`config.mk`:
```
export PLATFORM = sky130hd
export DESIGN_NAME = infix_to_postfix_converter_flat
export DESIGN_NICKNAME = d
export VERILOG_FILES = /design/src/design/i2p_pkg.sv /design/src/design/i2p_if.sv /design/src/design/i2p_ram.sv /design/src/design/i2p_ctrl.sv /design/src/design/i2p_datapath.sv /design/src/design/infix_to_postfix_converter.sv /design/src/flat_wrapper.sv
export SDC_FILE = /design/constraint.sdc
export NUM_CORES = 1
export LEC_CHECK = 0
export BUFFER_PORTS_ARGS = -buffer_cell sky130_fd_sc_hd__buf_2
export CAP_MARGIN = 20
export CORE_UTILIZATION = 58
export DETAILED_ROUTE_END_ITERATION = 8
export PLACE_DENSITY = 0.83
export SYNTH_ARGS = -nofsm -noshare
export SYNTH_HDL_FRONTEND = slang
export SYNTH_SLANG_ARGS = --single-unit
export TNS_END_PERCENT = 5
```
`constraint.sdc`:
```
create_clock -name i_clk -period 4.5 [get_ports i_clk]
set_input_delay 1.125 -clock i_clk [delete_from_list [all_inputs] [get_ports i_clk]]
set_output_delay 1.125 -clock i_clk [all_outputs]
set_load 0.02 [all_outputs]
```
`src/design/i2p_pkg.sv`:
```
// Package for the infix-to-postfix converter.
// Holds controller states, command/status structs, character codes and classifiers.
// No dependencies.
package i2p_pkg;

    localparam logic [7:0] CH_CARET  = 8'h5E;
    localparam logic [7:0] CH_STAR   = 8'h2A;
    localparam logic [7:0] CH_SLASH  = 8'h2F;
    localparam logic [7:0] CH_PLUS   = 8'h2B;
    localparam logic [7:0] CH_MINUS  = 8'h2D;
    localparam logic [7:0] CH_LPAREN = 8'h28;
    localparam logic [7:0] CH_RPAREN = 8'h29;

    localparam logic [1:0] PREC_POW  = 2'd3;
    localparam logic [1:0] PREC_MUL  = 2'd2;
    localparam logic [1:0] PREC_ADD  = 2'd1;
    localparam logic [1:0] PREC_NONE = 2'd0;

    typedef enum logic [1:0] {
        ST_IDLE,
        ST_EVAL,
        ST_FIN
    } t_state;

    typedef struct packed {
        logic accept_en;
        logic load;
        logic rd;
        logic pop;
        logic discard;
        logic fin;
    } t_cmd;

    typedef struct packed {
        logic in_valid;
        logic in_operand;
        logic in_scan;
        logic cnt_nz;
        logic cnt_gt1;
        logic pop_ok;
        logic rpar_item;
        logic end_item;
        logic pend_valid;
        logic out_free;
    } t_sts;

    function automatic logic [1:0] prec_of(input logic [7:0] ch);
        logic [1:0] p;
        if (ch == CH_CARET) begin
            p = PREC_POW;
        end else if (ch == CH_STAR || ch == CH_SLASH) begin
            p = PREC_MUL;
        end else if (ch == CH_PLUS || ch == CH_MINUS) begin
            p = PREC_ADD;
        end else begin
            p = PREC_NONE;
        end
        return p;
    endfunction

    function automatic logic is_operand(input logic [7:0] ch);
        return (ch >= 8'h41 && ch <= 8'h5A) || (ch >= 8'h61 && ch <= 8'h7A) ||
               (ch >= 8'h30 && ch <= 8'h39);
    endfunction

endpackage

```
`src/design/i2p_if.sv`:
```
// Valid/ready channel interfaces for the infix-to-postfix converter.
// Depends on nothing; used by the datapath and the top level.
interface i2p_in_if;
    logic       valid;
    logic       ready;
    logic [7:0] in_char;
    logic       is_end;

    modport source (output valid, output in_char, output is_end, input ready);
    modport sink   (input valid, input in_char, input is_end, output ready);
endinterface

interface i2p_out_if;
    logic       valid;
    logic       ready;
    logic [7:0] out_char;
    logic       char_valid;
    logic       last_of_run;
    logic       expression_done;
    logic       overflowed;

    modport source (output valid, output out_char, output char_valid, output last_of_run,
                    output expression_done, output overflowed, input ready);
    modport sink   (input valid, input out_char, input char_valid, input last_of_run,
                    input expression_done, input overflowed, output ready);
endinterface

```
`src/design/i2p_ram.sv`:
```
// Generic single-write, single-read RAM with registered read data.
// No dependencies.
module i2p_ram #(
    parameter int WIDTH = 8,
    parameter int DEPTH = 64
) (
    input  logic                     i_clk,
    input  logic                     i_we,
    input  logic [$clog2(DEPTH)-1:0] i_waddr,
    input  logic [WIDTH-1:0]         i_wdata,
    input  logic                     i_re,
    input  logic [$clog2(DEPTH)-1:0] i_raddr,
    output logic [WIDTH-1:0]         o_rdata
);
    logic [WIDTH-1:0] r_mem [DEPTH];
    logic [WIDTH-1:0] r_rdata;

    always_ff @(posedge i_clk) begin
        if (i_we) begin
            r_mem[i_waddr] <= i_wdata;
        end
        if (i_re) begin
            r_rdata <= r_mem[i_raddr];
        end
    end

    assign o_rdata = r_rdata;
endmodule

```
`src/design/i2p_ctrl.sv`:
```
// Controller state machine for the infix-to-postfix converter.
// Depends on i2p_pkg; drives datapath commands from datapath status.
module i2p_ctrl (
    input  logic          i_clk,
    input  logic          i_rst_n,
    input  i2p_pkg::t_sts i_sts,
    output i2p_pkg::t_cmd o_cmd
);
    i2p_pkg::t_state r_state;
    i2p_pkg::t_state n_state;

    always_ff @(posedge i_clk) begin
        if (!i_rst_n) begin
            r_state <= i2p_pkg::ST_IDLE;
        end else begin
            r_state <= n_state;
        end
    end

    always_comb begin
        n_state = r_state;
        unique case (r_state)
            i2p_pkg::ST_IDLE: begin
                if (i_sts.in_valid) begin
                    if (!i_sts.in_operand && i_sts.in_scan && i_sts.cnt_nz) begin
                        n_state = i2p_pkg::ST_EVAL;
                    end else begin
                        n_state = i2p_pkg::ST_FIN;
                    end
                end
            end
            i2p_pkg::ST_EVAL: begin
                if (i_sts.pop_ok) begin
                    if (!(i_sts.pend_valid && !i_sts.out_free) && !i_sts.cnt_gt1) begin
                        n_state = i2p_pkg::ST_FIN;
                    end
                end else begin
                    n_state = i2p_pkg::ST_FIN;
                end
            end
            i2p_pkg::ST_FIN: begin
                if (!((i_sts.pend_valid || i_sts.end_item) && !i_sts.out_free)) begin
                    n_state = i2p_pkg::ST_IDLE;
                end
            end
            default: n_state = i2p_pkg::ST_IDLE;
        endcase
    end

    always_comb begin
        o_cmd = '0;
        unique case (r_state)
            i2p_pkg::ST_IDLE: begin
                o_cmd.accept_en = 1'b1;
                o_cmd.load      = i_sts.in_valid;
                o_cmd.rd        = i_sts.in_valid && !i_sts.in_operand && i_sts.in_scan &&
                                  i_sts.cnt_nz;
            end
            i2p_pkg::ST_EVAL: begin
                if (i_sts.pop_ok) begin
                    if (!(i_sts.pend_valid && !i_sts.out_free)) begin
                        o_cmd.pop = 1'b1;
                        o_cmd.rd  = i_sts.cnt_gt1;
                    end
                end else begin
                    o_cmd.discard = i_sts.rpar_item;
                end
            end
            i2p_pkg::ST_FIN: begin
                o_cmd.fin = !((i_sts.pend_valid || i_sts.end_item) && !i_sts.out_free);
            end
            default: o_cmd = '0;
        endcase
    end
endmodule

```
`src/design/i2p_datapath.sv`:
```
// Datapath for the infix-to-postfix converter: item registers, stack count,
// operator stack RAM, pending result and output register.
// Depends on i2p_pkg, i2p_if and i2p_ram.
module i2p_datapath #(
    parameter int STACK_DEPTH = 64
) (
    input  logic          i_clk,
    input  logic          i_rst_n,
    i2p_in_if.sink        i_in,
    i2p_out_if.source     o_out,
    input  i2p_pkg::t_cmd i_cmd,
    output i2p_pkg::t_sts o_sts
);
    localparam int CW = $clog2(STACK_DEPTH + 1);
    localparam int AW = $clog2(STACK_DEPTH);

    logic [7:0]    r_ch;
    logic          r_end;
    logic [CW-1:0] r_cnt, n_cnt;
    logic          r_ovf, n_ovf;
    logic          r_pv, n_pv;
    logic [7:0]    r_pch, n_pch;
    logic          r_ov, n_ov;
    logic [7:0]    r_och, n_och;
    logic          r_ocv, n_ocv;
    logic          r_olast, n_olast;
    logic          r_odone, n_odone;
    logic          r_oovf, n_oovf;

    logic [7:0]    rdata;
    logic [CW-1:0] rd_ptr;
    logic          push_item;
    logic          full;
    logic          we;
    logic          emit;
    logic          out_free;
    logic [1:0]    top_prec;
    logic [1:0]    cur_prec;
    logic          pop_ok;

    assign push_item = !r_end && !i2p_pkg::is_operand(r_ch) && (r_ch != i2p_pkg::CH_RPAREN);
    assign full      = (r_cnt == CW'(STACK_DEPTH));
    assign we        = i_cmd.fin && push_item && !full;
    assign rd_ptr    = i_cmd.pop ? (r_cnt - CW'(2)) : (r_cnt - CW'(1));
    assign out_free  = !r_ov || o_out.ready;

    i2p_ram #(
        .WIDTH(8),
        .DEPTH(STACK_DEPTH)
    ) u_stack (
        .i_clk  (i_clk),
        .i_we   (we),
        .i_waddr(r_cnt[AW-1:0]),
        .i_wdata(r_ch),
        .i_re   (i_cmd.rd),
        .i_raddr(rd_ptr[AW-1:0]),
        .o_rdata(rdata)
    );

    assign top_prec = i2p_pkg::prec_of(rdata);
    assign cur_prec = i2p_pkg::prec_of(r_ch);

    always_comb begin
        priority if (r_end) begin
            pop_ok = 1'b1;
        end else if (rdata == i2p_pkg::CH_LPAREN) begin
            pop_ok = 1'b0;
        end else if (r_ch == i2p_pkg::CH_RPAREN) begin
            pop_ok = 1'b1;
        end else if (r_ch == i2p_pkg::CH_CARET) begin
            pop_ok = top_prec > cur_prec;
        end else begin
            pop_ok = top_prec >= cur_prec;
        end
    end

    assign emit = (i_cmd.pop && r_pv) || (i_cmd.fin && (r_pv || r_end));

    always_comb begin
        n_cnt = r_cnt;
        n_ovf = r_ovf;
        n_pv  = r_pv;
        n_pch = r_pch;
        if (i_cmd.load) begin
            n_pv  = !i_in.is_end && i2p_pkg::is_operand(i_in.in_char);
            n_pch = i_in.in_char;
        end
        if (i_cmd.pop) begin
            n_cnt = r_cnt - CW'(1);
            n_pv  = 1'b1;
            n_pch = rdata;
        end
        if (i_cmd.discard) begin
            n_cnt = r_cnt - CW'(1);
        end
        if (i_cmd.fin) begin
            n_pv = 1'b0;
            if (we) begin
                n_cnt = r_cnt + CW'(1);
            end
            if (push_item && full) begin
                n_ovf = 1'b1;
            end
            if (r_end) begin
                n_ovf = 1'b0;
            end
        end
    end

    always_comb begin
        n_ov    = r_ov && !o_out.ready;
        n_och   = r_och;
        n_ocv   = r_ocv;
        n_olast = r_olast;
        n_odone = r_odone;
        n_oovf  = r_oovf;
        if (emit) begin
            n_ov    = 1'b1;
            n_ocv   = r_pv;
            n_och   = r_pv ? r_pch : 8'h00;
            n_olast = i_cmd.fin;
            n_odone = i_cmd.fin && r_end;
            n_oovf  = r_ovf;
        end
    end

    always_ff @(posedge i_clk) begin
        if (!i_rst_n) begin
            r_cnt <= '0;
            r_ovf <= 1'b0;
            r_pv  <= 1'b0;
            r_ov  <= 1'b0;
        end else begin
            r_cnt <= n_cnt;
            r_ovf <= n_ovf;
            r_pv  <= n_pv;
            r_ov  <= n_ov;
        end
    end

    always_ff @(posedge i_clk) begin
        if (i_cmd.load) begin
            r_ch  <= i_in.in_char;
            r_end <= i_in.is_end;
        end
        r_pch   <= n_pch;
        r_och   <= n_och;
        r_ocv   <= n_ocv;
        r_olast <= n_olast;
        r_odone <= n_odone;
        r_oovf  <= n_oovf;
    end

    assign i_in.ready            = i_cmd.accept_en;
    assign o_out.valid           = r_ov;
    assign o_out.out_char        = r_och;
    assign o_out.char_valid      = r_ocv;
    assign o_out.last_of_run     = r_olast;
    assign o_out.expression_done = r_odone;
    assign o_out.overflowed      = r_oovf;

    assign o_sts.in_valid   = i_in.valid;
    assign o_sts.in_operand = !i_in.is_end && i2p_pkg::is_operand(i_in.in_char);
    assign o_sts.in_scan    = i_in.is_end || (i_in.in_char != i2p_pkg::CH_LPAREN);
    assign o_sts.cnt_nz     = (r_cnt != '0);
    assign o_sts.cnt_gt1    = (r_cnt > CW'(1));
    assign o_sts.pop_ok     = pop_ok;
    assign o_sts.rpar_item  = !r_end && (r_ch == i2p_pkg::CH_RPAREN);
    assign o_sts.end_item   = r_end;
    assign o_sts.pend_valid = r_pv;
    assign o_sts.out_free   = out_free;
endmodule

```
`src/design/infix_to_postfix_converter.sv`:
```
// Channel    Dir  Fields                                                    Handshake
// i_in       in   in_char[7:0], is_end                                      valid/ready
// o_out      out  out_char[7:0], char_valid, last_of_run, expression_done,  valid/ready
//                 overflowed
// One item at a time: no stack scan is needed for an operand, '(' or an empty stack;
// otherwise a scan pops entries until it stops on an entry that stays, on the '(' that ')'
// discards, or on the last entry, one stack read per cycle while the output is not stalled.
// Results leave through an output register; a stalled output holds the pop loop.
// Reset is synchronous, active low; it empties the stack and clears the overflow flag.
// Top level of the infix-to-postfix converter; depends on i2p_pkg, i2p_if,
// i2p_ram, i2p_ctrl and i2p_datapath.
module infix_to_postfix_converter #(
    parameter int STACK_DEPTH = 64
) (
    input  logic      i_clk,
    input  logic      i_rst_n,
    i2p_in_if.sink    i_in,
    i2p_out_if.source o_out
);
    i2p_pkg::t_cmd cmd;
    i2p_pkg::t_sts sts;

    i2p_ctrl u_ctrl (
        .i_clk  (i_clk),
        .i_rst_n(i_rst_n),
        .i_sts  (sts),
        .o_cmd  (cmd)
    );

    i2p_datapath #(
        .STACK_DEPTH(STACK_DEPTH)
    ) u_dp (
        .i_clk  (i_clk),
        .i_rst_n(i_rst_n),
        .i_in   (i_in),
        .o_out  (o_out),
        .i_cmd  (cmd),
        .o_sts  (sts)
    );

`ifndef SYNTHESIS
    a_one_item: assert property (@(posedge i_clk) disable iff (!i_rst_n)
        (i_in.valid && i_in.ready) |=> !i_in.ready)
        else $error("item accepted while another is in progress");

    a_fin_idle: assert property (@(posedge i_clk) disable iff (!i_rst_n)
        cmd.fin |=> i_in.ready)
        else $error("controller did not return to idle after finishing");

    a_empty_flush: assert property (@(posedge i_clk) disable iff (!i_rst_n)
        (o_out.valid && !o_out.char_valid) |->
            (o_out.expression_done && o_out.last_of_run && o_out.out_char == 8'h00))
        else $error("result without character outside an empty flush");

    a_pop_room: assert property (@(posedge i_clk) disable iff (!i_rst_n)
        (cmd.pop && sts.pend_valid) |=> o_out.valid && !o_out.last_of_run)
        else $error("popped result lost or marked last");
`endif
endmodule
```
`src/flat_wrapper.sv`:
```
// flat-port wrapper written by rule: the top's interface ports become plain ports
module infix_to_postfix_converter_flat 
#(
    parameter int STACK_DEPTH = 64
)
  (i_clk, i_rst_n, i_in_valid, i_in_in_char, i_in_is_end, i_in_ready, o_out_valid, o_out_out_char, o_out_char_valid, o_out_last_of_run, o_out_expression_done, o_out_overflowed, o_out_ready);
  i2p_in_if i_in_i ();
  i2p_out_if o_out_i ();
  input  logic i_clk;
  input  logic i_rst_n;
  input wire logic [$bits(i_in_i.valid)-1:0] i_in_valid;
  input wire logic [$bits(i_in_i.in_char)-1:0] i_in_in_char;
  input wire logic [$bits(i_in_i.is_end)-1:0] i_in_is_end;
  output wire logic [$bits(i_in_i.ready)-1:0] i_in_ready;
  output wire logic [$bits(o_out_i.valid)-1:0] o_out_valid;
  output wire logic [$bits(o_out_i.out_char)-1:0] o_out_out_char;
  output wire logic [$bits(o_out_i.char_valid)-1:0] o_out_char_valid;
  output wire logic [$bits(o_out_i.last_of_run)-1:0] o_out_last_of_run;
  output wire logic [$bits(o_out_i.expression_done)-1:0] o_out_expression_done;
  output wire logic [$bits(o_out_i.overflowed)-1:0] o_out_overflowed;
  input wire logic [$bits(o_out_i.ready)-1:0] o_out_ready;
  assign i_in_i.valid = i_in_valid;
  assign i_in_i.in_char = i_in_in_char;
  assign i_in_i.is_end = i_in_is_end;
  assign i_in_ready = i_in_i.ready;
  assign o_out_valid = o_out_i.valid;
  assign o_out_out_char = o_out_i.out_char;
  assign o_out_char_valid = o_out_i.char_valid;
  assign o_out_last_of_run = o_out_i.last_of_run;
  assign o_out_expression_done = o_out_i.expression_done;
  assign o_out_overflowed = o_out_i.overflowed;
  assign o_out_i.ready = o_out_ready;
  infix_to_postfix_converter #(.STACK_DEPTH(STACK_DEPTH)) u_core (.i_clk(i_clk), .i_rst_n(i_rst_n), .i_in(i_in_i), .o_out(o_out_i));
endmodule
```
==> impl_metrics.toml <==
[routing]
vias = 17900
wirelength_um = 69100
routedWlPerCell_um = 26.0
drc_errors = 0
viasPerCell = 6.75
ant_nets = 0
drt_iter0_markers = 2382
drt-pass1-iter-count = 7

[timing]
finalWorstSetupSlack_ps = -58.3
relSlewSlack = 0.366
timing.final.crit_period_ps = 4560
worst_slew_pin_slew_ps = 950
final-hold-violation-count = 0
setup_violations = 8
fmax_mhz = 219
fin_setup_tns_ps = -284
drv_slew = 0
timing.final.crit_share = 1.01
fin_skew_ps = 28.3
rsz0062_at_grt = "yes"

[grt]
grt_pass1_wl_um = 101000
grtUsageTotal = 0.279
antenna_found_initial = 1
grt_max_degree = 127
grt_pass1_vias = 17400
overflow = 0

[pwr]
peakVddDrop_uv = 537
p_int_mw = 14.6
power_density_nw_per_um2 = 759
comb_power_share = 0.547
p_clk_frac = 0.186
swShare = 0.391
power_frac_seq = 0.267
switchingPower_mw = 9.41
power.total_mw = 24.1
leakage_nw = 10.6

[run_status]
outcome = "finished with violations"
violations = "negative setup slack"

[cells_and_area]
drive_gt1_frac = 0.246
diodes = 0
fillers = 2898
stdcell_count = 2657
final_core_util = 0.680
syn2layout_area_growth_pct = 15.7
nets = 2030

[synth]
synthDistinctLibCells = 84
yosysSeqAreaShare = 0.611
syn_nets = 1883
syn_inst = 1860
synth_area_sq_um = 27400
avgSynthCellArea_sq_um = 14.7
synth_ff_type = "edfxtp_1"
synth_seq_cells = 561
synth_edf_count = 549
yosysWarnings = 0
async_flop_share = 0

[worst_setup_path]
r2r_start = "u_core.u_dp.r_ch[5]"
slowest_stage = "or4_4"
worst_setup_path_end_kind = "flop"
crit_family = "simple AND/OR/NAND/NOR gates"
crit_arrival_ps = 4900
start_kind = "flop"
crit_start = "u_core.u_dp.r_ch[5]"
path_class = "reg -> reg"
crit_fanout = 8
cp.required_ps = 4840
cp_slowest_stage_delay_ps = 570
cp_cell_sequence = "nand4bb_4 > nand2_1 > a22oi_1 > or3_1 > ha_1 > nand4_1 > or4_4 > o211a_4 > buf_12 > a21oi_2 > nor2_1 > buf_4 > a211oi_1 > nor4_2 > a211oi_4 > o311ai_1"
critical_path_buf_inv_count = 2

[cts]
cts_root_buffer = "clkbuf_16"
clock_sinks = 561
htreeDepth = 2
numCtsBuffers = 54
clk_pin_slew_ps = 70
clock_path_buffers = 3
tritoncts = "yes"
insertion_delay_ps = 610

[placement]
detailed_place_hpwl_um = 42500
dp_slack_ps = -52.1
portBuffers = 26
gp_congestion = 0.946
placedCellCount = 2539

[worst_hold_path]
min_from = "u_core.u_dp.r_ovf"
hold_class = "reg -> reg"

[die]
start_util = 0.588
rows = 79
core_sq_um = 46600
ioPinCount = 27
fp.dieArea_sq_um = 48100
fp.dieW_um = 219
die_y_um = 219

[flow_run]
max_cap_viol_count = 0
==> logic make-up (layout without fill, tap and decap cells) <==
kind of cell	count (synthesis)	after routing	share of synthesized area
flops	561	561	0.611
mux	438	438	0.197
simple gates	382	382	0.0768
compound gates	301	301	0.0804
buf+inv	159	349	0.0273
fa+ha+maj	10	10	0.00457
xor+xnor	9	9	0.00288
==> final timing paths <==
| check | end | slack, ps | cells after the start |
|---|---|---|---|
| max reg2reg | u_core.u_dp.u_stack.o_rdata[5] | -60 | 16 |
| min | u_core.u_dp.o_out.overflowed | 480 | 0 |
| max | u_core.u_dp.u_stack.o_rdata[5] | -60 | 16 |
| min reg2reg | u_core.u_dp.o_out.overflowed | 480 | 0 |
==> synthesized netlist by cell type (14+ instances only) <==
cell type  number  area, sq um
mux2_2         19          214
nand3_1        19         95.1
buf_2          34          170
and2_1         23          144
nor2b_1        37          231
nor2_1         92          345
nor4_1         17          106
edfxtp_1      549        16500
o32ai_1        24          210
mux4_2         79         1780
a211oi_1       88          661
nand2_1        75          282
buf_1          14         52.6
nor3_1         14         70.1
a21boi_0       25          188
inv_1          21         78.8
o22ai_1        15         93.8
a21oi_1        61          305
clkbuf_1       73          274
and3_1         47          294
mux2i_1       339         3390
==> state kept, by name, summed over array words and instances, names as in the netlist, 2 cells and up <==
register                     count
u_core.u_dp.u_stack.r_mem      512
u_core.u_dp.o_out.out_char       8
u_core.u_dp.r_ch                 8
u_core.u_dp.r_pch                8
u_core.u_dp.u_stack.o_rdata      8
u_core.u_dp.r_cnt                7
u_core.u_ctrl.r_state            2
==> through the flow <==
stage                     instance area (sq um)  hold slack, ps
after floorplan                           27400             409
after global placement                    29200             456
after detailed placement                  29200             459
after CTS                                 31000             474
after global routing                      31700             475
final                                     31700             478
==> layout make-up <==
cell class,instances,area [sq um],area share
well taps,607,759,0.0240
clock buffers,67,1460,0.0461
clock inverters,32,264,0.00833
multi-input cells,1140,10400,0.328
flip-flops and latches,561,16700,0.528
inverters,22,82.6,0.00261
repair buffers,228,2000,0.0630
==> power by group through the flow <==
stage	Combinational (mW)	Clock, mW	Sequential, mW
after floorplan	7.35	0	6.63
after global placement	11.2	0	6.51
after detailed placement	11.5	0	6.52
after CTS	11.6	4.50	6.41
after global routing	13.7	4.69	6.44
final	13.2	4.47	6.43
==> timing repair <==
| action | in CTS | in global routing |
|---|---|---|
| endpoints found under the setup margin | 8 | 8 |
| resized for setup | 6 | 95 |
| setup buffers | 0 | 20 |
| gates cloned | 0 | 4 |
| pin swaps | 1 | 35 |
| hold buffers | 0 | 0 |
==> cells in the final DEF, fill, tap and decap left out, types with 21 or more instances in the layout <==
cell type    n
edfxtp_1   549
mux2i_1    338
buf_4      166
nor2_1      92
mux4_2      79
nand2_1     71
a211oi_1    71
clkbuf_16   58
a21oi_1     51
and3_1      47
nor2b_1     37
buf_2       28
a21boi_0    25
and2_1      23
inv_1       21
==> layer usage <==
metal	wire, um	vias to the layer above	share of wire	global-route usage
li1	-	7728	-	-
met1	26300	8944	0.38	0.371
met2	34200	1100	0.49	0.463
met3	6320	160	0.092	0.0413
met4	2290	0	0.033	0.108
met5	0	-	0	0
==> worst register-to-register path, cell delays in order, from the launching register on <==
cell and delay [ps]:
edfxtp_1 510, nand4bb_4 310, nand2_1 90, a22oi_1 60, or3_1 320, ha_1 340
nand4_1 160, or4_4 570, o211a_4 230, buf_12 160, a21oi_2 220, nor2_1 100
buf_4 200, a211oi_1 340, nor4_2 150, a211oi_4 360, o311ai_1 160
No activity file was read; power rests on OpenSTA's default activity.
